**config.mk**
```make
export PLATFORM = sky130hd
export DESIGN_NAME = amdfs_ctrl
export DESIGN_NICKNAME = d
export VERILOG_FILES = /design/src/rtl/amdfs_pkg.sv /design/src/rtl/amdfs_ctrl.sv
export SDC_FILE = /design/constraint.sdc
export NUM_CORES = 1
export LEC_CHECK = 0
export ABC_AREA = 0
export BUFFER_PORTS_ARGS = -buffer_cell sky130_fd_sc_hd__buf_4
export CAP_MARGIN = 20
export CORE_AREA = 2 2 39 41
export DETAILED_ROUTE_END_ITERATION = 10
export DIE_AREA = 0 0 41 43
export PLACE_DENSITY = 0.52
export SLEW_MARGIN = 20
export SYNTH_ARGS = -nofsm -noshare
export SYNTH_HDL_FRONTEND = slang
export SYNTH_SLANG_ARGS = --single-unit
```
**constraint.sdc**
```tcl
create_clock -name clk -period 1.9 [get_ports clk]
set_clock_uncertainty 0.2 [all_clocks]
set_input_delay 0.57 -clock clk [delete_from_list [all_inputs] [get_ports clk]]
set_output_delay 0.57 -clock clk [all_outputs]
set_load 0.01 [all_outputs]
```
**src/rtl/amdfs_pkg.sv**
```systemverilog
// Shared constants, codes and controller/datapath interface types for the DFS core.
package amdfs_pkg;

  localparam int MAX_VERTS = 64;
  localparam int VID_W     = 6;
  localparam int CNT_W     = 7;
  localparam int CMD_W     = 2;
  localparam int WEIGHT_W  = 16;

  localparam logic [CNT_W-1:0] MAX_CNT = CNT_W'(MAX_VERTS);

  localparam logic [CMD_W-1:0] CMD_CLEAR    = 2'd0;
  localparam logic [CMD_W-1:0] CMD_ADD_EDGE = 2'd1;
  localparam logic [CMD_W-1:0] CMD_SEARCH   = 2'd2;

  typedef enum logic [2:0] {
    ST_IDLE,
    ST_EDGE_RD_A,
    ST_EDGE_WR_A,
    ST_EDGE_RD_B,
    ST_EDGE_WR_B,
    ST_SRCH_RD,
    ST_SRCH_SCAN,
    ST_SRCH_POP
  } state_t;

  typedef enum logic [1:0] {
    RSEL_A,
    RSEL_B,
    RSEL_TOP,
    RSEL_STK
  } row_sel_t;

  typedef struct packed {
    logic     load;
    logic     clr_rows;
    logic     row_rd;
    row_sel_t row_sel;
    logic     row_wr;
    logic     wr_sel_b;
    logic     srch_init;
    logic     scan;
    logic     pop;
  } ctrl_t;

  typedef struct packed {
    logic a_ok;
    logic b_ok;
    logic found;
    logic depth_one;
  } stat_t;

endpackage

```
**src/rtl/amdfs_ctrl.sv**
```systemverilog
// Controller: command decode and sequencing of edge updates and the search walk.
module amdfs_ctrl (
  input  logic                             clk,
  input  logic                             rst_n,
  input  logic                             start,
  input  logic [amdfs_pkg::CMD_W-1:0]      in_command,
  input  amdfs_pkg::stat_t                 stat,
  output amdfs_pkg::ctrl_t                 ctrl,
  output logic                             busy
);

  amdfs_pkg::state_t state_r;
  amdfs_pkg::state_t state_nxt;

  always_ff @(posedge clk) begin
    if (!rst_n) begin
      state_r <= amdfs_pkg::ST_IDLE;
    end else begin
      state_r <= state_nxt;
    end
  end

  always_comb begin
    state_nxt = state_r;
    ctrl      = '0;
    busy      = (state_r != amdfs_pkg::ST_IDLE);
    unique case (state_r)
      amdfs_pkg::ST_IDLE: begin
        if (start) begin
          ctrl.load = 1'b1;
          unique case (in_command)
            amdfs_pkg::CMD_CLEAR: begin
              ctrl.clr_rows = 1'b1;
            end
            amdfs_pkg::CMD_ADD_EDGE: begin
              if (stat.a_ok && stat.b_ok) begin
                state_nxt = amdfs_pkg::ST_EDGE_RD_A;
              end
            end
            amdfs_pkg::CMD_SEARCH: begin
              if (stat.a_ok) begin
                ctrl.srch_init = 1'b1;
                state_nxt      = amdfs_pkg::ST_SRCH_RD;
              end
            end
            default: begin
              // drop unused command
            end
          endcase
        end
      end
      amdfs_pkg::ST_EDGE_RD_A: begin
        ctrl.row_rd  = 1'b1;
        ctrl.row_sel = amdfs_pkg::RSEL_A;
        state_nxt    = amdfs_pkg::ST_EDGE_WR_A;
      end
      amdfs_pkg::ST_EDGE_WR_A: begin
        ctrl.row_wr = 1'b1;
        state_nxt   = amdfs_pkg::ST_EDGE_RD_B;
      end
      amdfs_pkg::ST_EDGE_RD_B: begin
        ctrl.row_rd  = 1'b1;
        ctrl.row_sel = amdfs_pkg::RSEL_B;
        state_nxt    = amdfs_pkg::ST_EDGE_WR_B;
      end
      amdfs_pkg::ST_EDGE_WR_B: begin
        ctrl.row_wr   = 1'b1;
        ctrl.wr_sel_b = 1'b1;
        state_nxt     = amdfs_pkg::ST_IDLE;
      end
      amdfs_pkg::ST_SRCH_RD: begin
        ctrl.row_rd  = 1'b1;
        ctrl.row_sel = amdfs_pkg::RSEL_TOP;
        state_nxt    = amdfs_pkg::ST_SRCH_SCAN;
      end
      amdfs_pkg::ST_SRCH_SCAN: begin
        ctrl.scan = 1'b1;
        if (stat.found) begin
          state_nxt = amdfs_pkg::ST_SRCH_RD;
        end else if (stat.depth_one) begin
          state_nxt = amdfs_pkg::ST_IDLE;
        end else begin
          state_nxt = amdfs_pkg::ST_SRCH_POP;
        end
      end
      amdfs_pkg::ST_SRCH_POP: begin
        // advance to the popped vertex and fetch its row
        ctrl.pop     = 1'b1;
        ctrl.row_rd  = 1'b1;
        ctrl.row_sel = amdfs_pkg::RSEL_STK;
        state_nxt    = amdfs_pkg::ST_SRCH_SCAN;
      end
      default: begin
        state_nxt = amdfs_pkg::ST_IDLE;
      end
    endcase
  end

endmodule

```
=== After elaboration in Yosys (flattened, before gate mapping) ===
Index checks and enable logic that the tools add are counted.
W data, S select, Z words.

* Flip-flop bits (word level): 3
* Latch bits: 0
* Bits in writable memories: 0
* Bits in read-only memories: 0
* Input bits: 9
* Output and inout port bits: 11
* Logic and storage cells: 40
* Memories kept: 0

* Add/subtract/negate cells: 0
* Multiply operators: 0
* Div/mod/pow operators: 0
* $lt $le $gt $ge: 0
* Eq/ne operators: 13
* Shifts and indexed selects: 0
* Mux-type cells: 19
* Bitwise operators: 0
* Reductions and logical operators: 7

{| class="wikitable"
|+ Operators with widths
! operator !! count
|-
| $pmux W3 S7 || 1
|-
| $mux W3 || 5
|-
| $eq A3 B3 Y1 const B || 4
|-
| $pmux W3 S4 || 1
|-
| $mux W1 || 9
|-
| $eq A3 B2 Y1 const B || 2
|-
| $ne A3 B3 Y1 const B || 2
|-
| $pmux W3 S2 || 1
|-
| $mux W2 || 2
|-
| $reduce_and A4 Y1 || 1
|-
| $reduce_or A2 Y1 || 2
|-
| $eq A3 B1 Y1 const B || 1
|-
| $logic_not A3 Y1 || 1
|-
| $ne A3 B1 Y1 const B || 1
|-
| $reduce_bool A3 Y1 || 1
|-
| $eq A2 B1 Y1 const B || 1
|-
| $eq A2 B2 Y1 const B || 1
|-
| $logic_not A2 Y1 || 1
|-
| $ne A2 B2 Y1 const B || 1
|-
| $logic_and A1 B1 Y1 || 1
|}

=== Logic depth before layout (Yosys ltp) ===
Gate-level depths: netlist of run 1.

* Word-level depth: 5
* Depth in mapped cells: 6
* Mapped depth without buffers: 4

=== Worst setup path after synthesis of run 1 ===
No wires, ideal clock.

* Path type: reg2out
* Start point: register state_r[1]
* End point: output ctrl[8] (netlist name)
* Arrival time: 1276 ps
* Data required time: 1130 ps
* Path slack: -146 ps
* Stages on the path, launching flop included: 5
* Buffers on the path: 2
* Cells stage by stage: dfxtp_1 buf_6 or3_4 buf_6 nor4_1

{| class="wikitable"
|+ RTL lines
! element !! RTL line !! source
|-
| start: declaration || amdfs_ctrl.sv:12 || <nowiki>amdfs_pkg::state_t state_r;</nowiki>
|-
| start signal: assignment || amdfs_ctrl.sv:17 || <nowiki>state_r <= amdfs_pkg::ST_IDLE;</nowiki>
|-
| start signal: assignment || amdfs_ctrl.sv:19 || <nowiki>state_r <= state_nxt;</nowiki>
|-
| end: declaration || amdfs_ctrl.sv:8 || <nowiki>output amdfs_pkg::ctrl_t ctrl,</nowiki>
|}

==> results.py, run 1 <==
metrics = {
    "outcome": {
        "status": "complete, but fails checks",
        "violations": "setup timing",
    },
    "synth": {
        "synth_top_family_by_area": "simple AND/OR/NAND/NOR gates",
        "synth_compound_area_share_pct": 18.69,
        "muxShareOfSynthArea_pct": 0,
        "synth_seq_cells": 3,
        "synth_cell_type_count": 21,
        "yosysWarningCount": 0,
        "synth_seq_area_share_pct": 22.43,
        "syn-instance-count": 38,
        "synth_xor_area_share_pct": 3.271,
        "yosys.area_share.simple_pct": 39.72,
        "synth_nets": 47,
        "postSynthAreaPerCell_um2": 7.046,
        "synth.cell_area_um2": 267.8,
        "synth_fa_ha_area_share_pct": 0,
    },
    "cts": {
        "numCtsBuffers": 3,
        "clockBufferDepth": 2,
        "cts_tree": "built",
        "clock_latency_ns": 0.24,
        "cts_hold_buf": 0,
        "cts_max_level": 1,
        "cts.sinks": 3,
        "ctsRootBufferMaster": "clkbuf_4",
        "path_clk_slew_ns": 0.04,
    },
    "placement": {
        "gp_congestion": 0.7400,
        "hpwlAfterDp_um": 544.1,
        "io_buffers": 19,
    },
    "run": {
        "drv_cap": 0,
    },
    "worst_setup_path": {
        "crit_path_end_kind": "output port",
        "r2r_cells": 4,
        "cp.arrival_ns": 1.26,
        "critical_path_class": "reg2out",
        "cp_max_fo": 5,
        "rr_endpoint": "state_r[0]$_SDFFE_PN0P_",
        "timing.rr.start": "state_r[0]$_SDFFE_PN0P_",
        "critPathRequiredTime_ns": 1.13,
        "r2r_slack_ns": 0.35,
        "critPathLaunchType": "flop",
    },
    "min_path": {
        "min_from": "state_r[0]$_SDFFE_PN0P_",
        "hold_class": "reg2reg",
        "hold_depth": 2,
        "worstHoldEndpoint": "state_r[0]$_SDFFE_PN0P_",
    },
    "timing": {
        "worst_slack_ns": -0.1308,
        "fin_tns_setup_ns": -0.3578,
        "min_period_ns": 2.031,
        "maxSlewViolCount": 0,
        "rsz0062_at_grt": "yes",
        "relSlewSlack_pct": 82.75,
        "whs_ns": 0.3928,
        "period_share_pct": 106.9,
        "hold_violations": 0,
        "max_freq_mhz": 492.4,
        "worstMarginPinSlew_ns": 0.2568,
        "setup_viol": 4,
    },
    "final_layout": {
        "antenna_cells": 0,
        "drive_gt1_share_pct": 53.23,
        "largest_reg_flops": 3,
        "largest_register": "state_r",
        "final_util_pct": 34.90,
        "reg_top3": "state_r x3",
        "areaGrowthSynthToFinish_pct": 80.37,
        "nets": 72,
    },
    "detailed_routing": {
        "postRouteAntennaNets": 0,
        "drc": 0,
        "drtIter0Drc": 1,
        "via_count": 323,
        "viasPerCell": 4.141,
        "routedWlPerCell_um": 9.436,
        "drt_wl_total_um": 736,
        "firstDrtPassIters": 2,
    },
    "floorplanning": {
        "die_h_um": 43,
        "rows": 14,
        "core_um2": 1384,
        "start_util_pct": 19.35,
        "die_x_um": 41,
        "boundaryPins": 20,
        "die_area_um2": 1763,
    },
    "pwr": {
        "max-vdd-ir-drop_mv": 0.3651,
        "power_leakage_nw": 0.2501,
        "cellPowerDensity_nw_per_um2": 920.7,
        "power_mw": 0.4447,
    },
    "grt": {
        "grt_first_pass_wirelength_mm": 1.166,
        "grtUsageTotal_pct": 10.22,
        "grt_max_degree": 11,
        "first_global_vias": 314,
        "grt-ovfl-total": 0,
        "antenna_found_initial": 0,
    },
}
layout make-up:
type                    count  area, um^2
well taps                  16       20.02
clock buffers               4       26.28
fillers                   163       900.9
inverters                   2       7.507
repair buffers             25       187.7
multi-input cells          28       181.4
flip-flops and latches      3       60.06
cell usage after synthesis:
cell type / n / share of area [%]
clkbuf_1: 2 / 2.8
dfxtp_1: 3 / 22
nor3b_1: 1 / 2.8
and2_1: 1 / 2.3
inv_1: 2 / 2.8
and3_1: 1 / 2.3
a211oi_1: 2 / 5.6
nand2b_1: 2 / 4.7
buf_6: 2 / 8.4
nand2_1: 4 / 5.6
nor4_1: 1 / 2.3
buf_2: 1 / 1.9
o21ai_0: 2 / 3.7
a21oi_1: 1 / 1.9
o31ai_2: 1 / 4.7
and3b_1: 1 / 3.3
or3_4: 1 / 4.2
nor3_1: 2 / 3.7
xnor2_1: 1 / 3.3
a21o_1: 1 / 2.8
nor2_1: 6 / 8.4
power by group:
part	switching (mW)	leakage, nW	internal [mW]
Sequential	0.00589	0.0245	0.0759
Combinational	0.113	0.211	0.134
Clock	0.0366	0.0150	0.0789
worst max path at each step:
stage	from	to	slack, ns
finish	state_r[0]$_SDFFE_PN0P_	ctrl[8]	-0.13
global route	state_r[0]$_SDFFE_PN0P_	ctrl[8]	-0.17
CTS	state_r[2]$_SDFFE_PN0P_	ctrl[8]	-0.13
detailed placement	in_command[1]	ctrl[8]	0.03
global placement	in_command[1]	ctrl[8]	0.03
floorplan	state_r[1]$_SDFFE_PN0P_	ctrl[2]	-0.03
routing by layer:
layer	track usage (%)	vias up	wire length, um
met5	0	-	0
met4	10.00	0	8
met3	3.141	2	40
met2	14.06	10	364
met1	11.50	136	322
li1	-	175	-
layout by cell type (no fill, tap or decap):
| master | n |
|---|---|
| nand2b_1 | 2 |
| a21o_1 | 1 |
| nor4_2 | 1 |
| nor2_1 | 6 |
| inv_1 | 2 |
| nor3_2 | 1 |
| a21oi_1 | 1 |
| nor3b_2 | 1 |
| or3_4 | 1 |
| xnor2_1 | 1 |
| and3b_1 | 1 |
| o31ai_2 | 1 |
| dfxtp_1 | 3 |
| o21ai_0 | 2 |
| a211oi_1 | 2 |
| clkbuf_4 | 3 |
| and3_1 | 1 |
| nand2_1 | 4 |
| nor3_1 | 1 |
| and2_1 | 1 |
| clkbuf_1 | 1 |
| buf_4 | 25 |
critical path, stage by stage (launching register included):
cell and delay [ns]:
dfxtp_1 0.30, or3_4 0.42, nor4_2 0.15, buf_4 0.16
per-stage QoR:
stage          worst slack, ns  instance area [um^2]  std cells
4_1_cts                -0.1346                 470.5         77
3_5_place_dp           0.03178                 436.7         72
2_1_floorplan         -0.02556                 279.0         38
6_report               -0.1308                 483.0         78
3_3_place_gp           0.03363                 436.7         72
5_1_grt                -0.1675                 483.0         78
cells by family (layout without fill, tap and decap cells):
| family | count (synthesis) | after routing |
|---|---|---|
| AO/OA/AOI/OAI | 7 | 7 |
| XOR/XNOR | 1 | 1 |
| buffers and inverters | 7 | 31 |
| flip-flops | 3 | 3 |
| AND/OR/NAND/NOR | 20 | 20 |
what timing repair did:
action                                  in CTS  in global routing
endpoints found under the setup margin       4                  5
gates resized for setup                      0                  1
buffers inserted                             1                  1
pin swaps                                    2                  1
(Power assumes the default switching activity.)
==> inputs of run 2 (changes only) <==
==> constraint.sdc (replaced) <==
create_clock -name clk -period 2.5 [get_ports clk]
set_clock_uncertainty 0.2 [all_clocks]
set_input_delay 0.75 -clock clk [delete_from_list [all_inputs] [get_ports clk]]
set_output_delay 0.75 -clock clk [all_outputs]
set_load 0.01 [all_outputs]
==> run 2 against run 1 <==
  * The run now ends clean
  * Non-clock buffer count shrank 6
  * Hold slack got worse by 0.0079 ns
  * Cell count fell by 7.7%
  * Register-to-register slack improved by 0.60 ns
  * Largest cell class is now multi-input combinational cells
==> results.py, run 2 (synthesized netlist as in run 1, its figures left out) <==
metrics = {
    "outcome": {
        "status": "finished clean",
    },
    "final_layout": {
        "final_common_cell": "buf_4",
        "areaGrowthSynthToFinish_pct": 59.81,
        "largest_register": "state_r",
        "nets": 66,
        "fill_cells": 169,
        "largest_reg_flops": 3,
        "reg_top3": "state_r x3",
        "fin_area_um2": 427.9,
        "final_cell_mix": "19 x buf_4, 6 x nor2_1, 4 x nand2_1",
        "drive_gt1_share_pct": 44.64,
        "antenna_cells": 0,
    },
    "floorplanning": {
        "core_um2": 1384,
        "die_h_um": 43,
        "boundaryPins": 20,
        "die_area_um2": 1763,
        "rows": 14,
        "start_util_pct": 19.35,
        "die_x_um": 41,
    },
    "timing": {
        "period_share_pct": 94.76,
        "max_freq_mhz": 422.1,
        "rsz0062_at_grt": "no",
        "min_period_ns": 2.369,
        "hold_violations": 0,
        "maxSlewViolCount": 0,
        "fin_tns_setup_ns": 0,
        "worstMarginPinSlew_ns": 0.3256,
        "relSlewSlack_pct": 78.26,
        "whs_ns": 0.3849,
        "setup_viol": 0,
    },
    "cts": {
        "cts.sinks": 3,
        "clockBufferDepth": 2,
        "path_clk_slew_ns": 0.04,
        "numCtsBuffers": 3,
        "cts_hold_buf": 0,
        "cts_max_level": 1,
        "clock_latency_ns": 0.23,
        "cts_tree": "built",
        "ctsRootBufferMaster": "clkbuf_4",
    },
    "placement": {
        "gp_congestion": 0.6910,
        "place_area_um2": 395.4,
        "io_buffers": 19,
    },
    "worst_setup_path": {
        "timing.rr.start": "state_r[1]$_SDFFE_PN0P_",
        "r2r_cells": 3,
        "cp.arrival_ns": 1.42,
        "r2r_slack_ns": 0.95,
        "critPathRequiredTime_ns": 1.55,
        "crit_path_end_kind": "output port",
        "critPathLaunchType": "flop",
        "critical_path_class": "reg2out",
        "cp_max_fo": 9,
        "rr_endpoint": "state_r[0]$_SDFFE_PN0P_",
    },
    "pwr": {
        "max-vdd-ir-drop_mv": 0.2384,
        "cellPowerDensity_nw_per_um2": 685.9,
        "power_leakage_nw": 0.2155,
    },
    "grt": {
        "grt-ovfl-total": 0,
        "grt_max_degree": 12,
        "grt_first_pass_wirelength_mm": 1.062,
        "first_global_vias": 281,
        "antenna_found_initial": 0,
        "grtUsageTotal_pct": 9.309,
    },
    "detailed_routing": {
        "viasPerCell": 4.250,
        "drc": 0,
        "drt_wl_total_um": 674,
        "routedWlPerCell_um": 9.361,
        "postRouteAntennaNets": 0,
        "via_count": 306,
        "drtIter0Drc": 6,
        "firstDrtPassIters": 3,
    },
    "min_path": {
        "hold_depth": 2,
        "hold_class": "reg2reg",
        "min_from": "state_r[1]$_SDFFE_PN0P_",
        "worstHoldEndpoint": "state_r[0]$_SDFFE_PN0P_",
    },
    "run": {
        "drv_cap": 0,
    },
}
-- run 2: how the worst max path moves through the flow --
stage / startpoint / end / slack [ns]
4_1_cts: state_r[1]$_SDFFE_PN0P_ / ctrl[2] / 0.11
2_1_floorplan: state_r[1]$_SDFFE_PN0P_ / ctrl[8] / 0.27
3_5_place_dp: in_command[0] / ctrl[2] / 0.22
5_1_grt: state_r[0]$_SDFFE_PN0P_ / ctrl[2] / 0.02
6_report: state_r[1]$_SDFFE_PN0P_ / ctrl[2] / 0.13
3_3_place_gp: in_command[1] / ctrl[8] / 0.24
-- run 2: per-layer routing --
metal  GRT usage (%)  vias to the layer above  share of wire [%]
li1                -                      164                  -
met1           9.554                      135                 40
met2           13.13                        7                 55
met3           4.712                        0                5.2
met4           8.000                        0                  0
met5               0                        -                  0
-- run 2: critical path, cell delays in order, from the launching register on --
cell and delay, ns:
dfxtp_1 0.38, or3_4 0.46, nor3_1 0.20, buf_4 0.15
-- run 2: final cells by class --
cell class / instances / area, um^2 / share of cell area (%)
Clock buffer: 4 / 26.28 / 6.140
Inverter: 2 / 7.507 / 1.754
Multi-Input combinational cell: 28 / 171.4 / 40.06
Sequential cell: 3 / 60.06 / 14.04
Tap cell: 16 / 20.02 / 4.678
Timing Repair Buffer: 19 / 142.6 / 33.33
-- run 2: repair_timing --
| action | CTS | global route |
|---|---|---|
| setup buffers | 0 | 0 |
| endpoints found under the setup margin | 0 | 1 |
| gates resized for setup | 0 | 1 |
-- run 2: where the power goes --
part	leakage [nW]	switching (mW)	internal, mW
registers	0.0245	0.0230	0.0577
logic	0.176	0.0573	0.0716
clock network	0.0150	0.0241	0.0598
total	0.215	0.104	0.189
-- run 2: stage by stage --
step / utilization [%] / worst slack [ns] / total power, mW / instances
finish: 30.92 / 0.1310 / 0.2935 / 72
global route: 30.92 / 0.01812 / 0.3206 / 72
CTS: 30.47 / 0.1130 / 0.2961 / 72
detailed placement: 28.57 / 0.2204 / 0.2087 / 68
global placement: 28.57 / 0.2393 / 0.2089 / 68
floorplan: - / 0.2737 / 0.1766 / 38
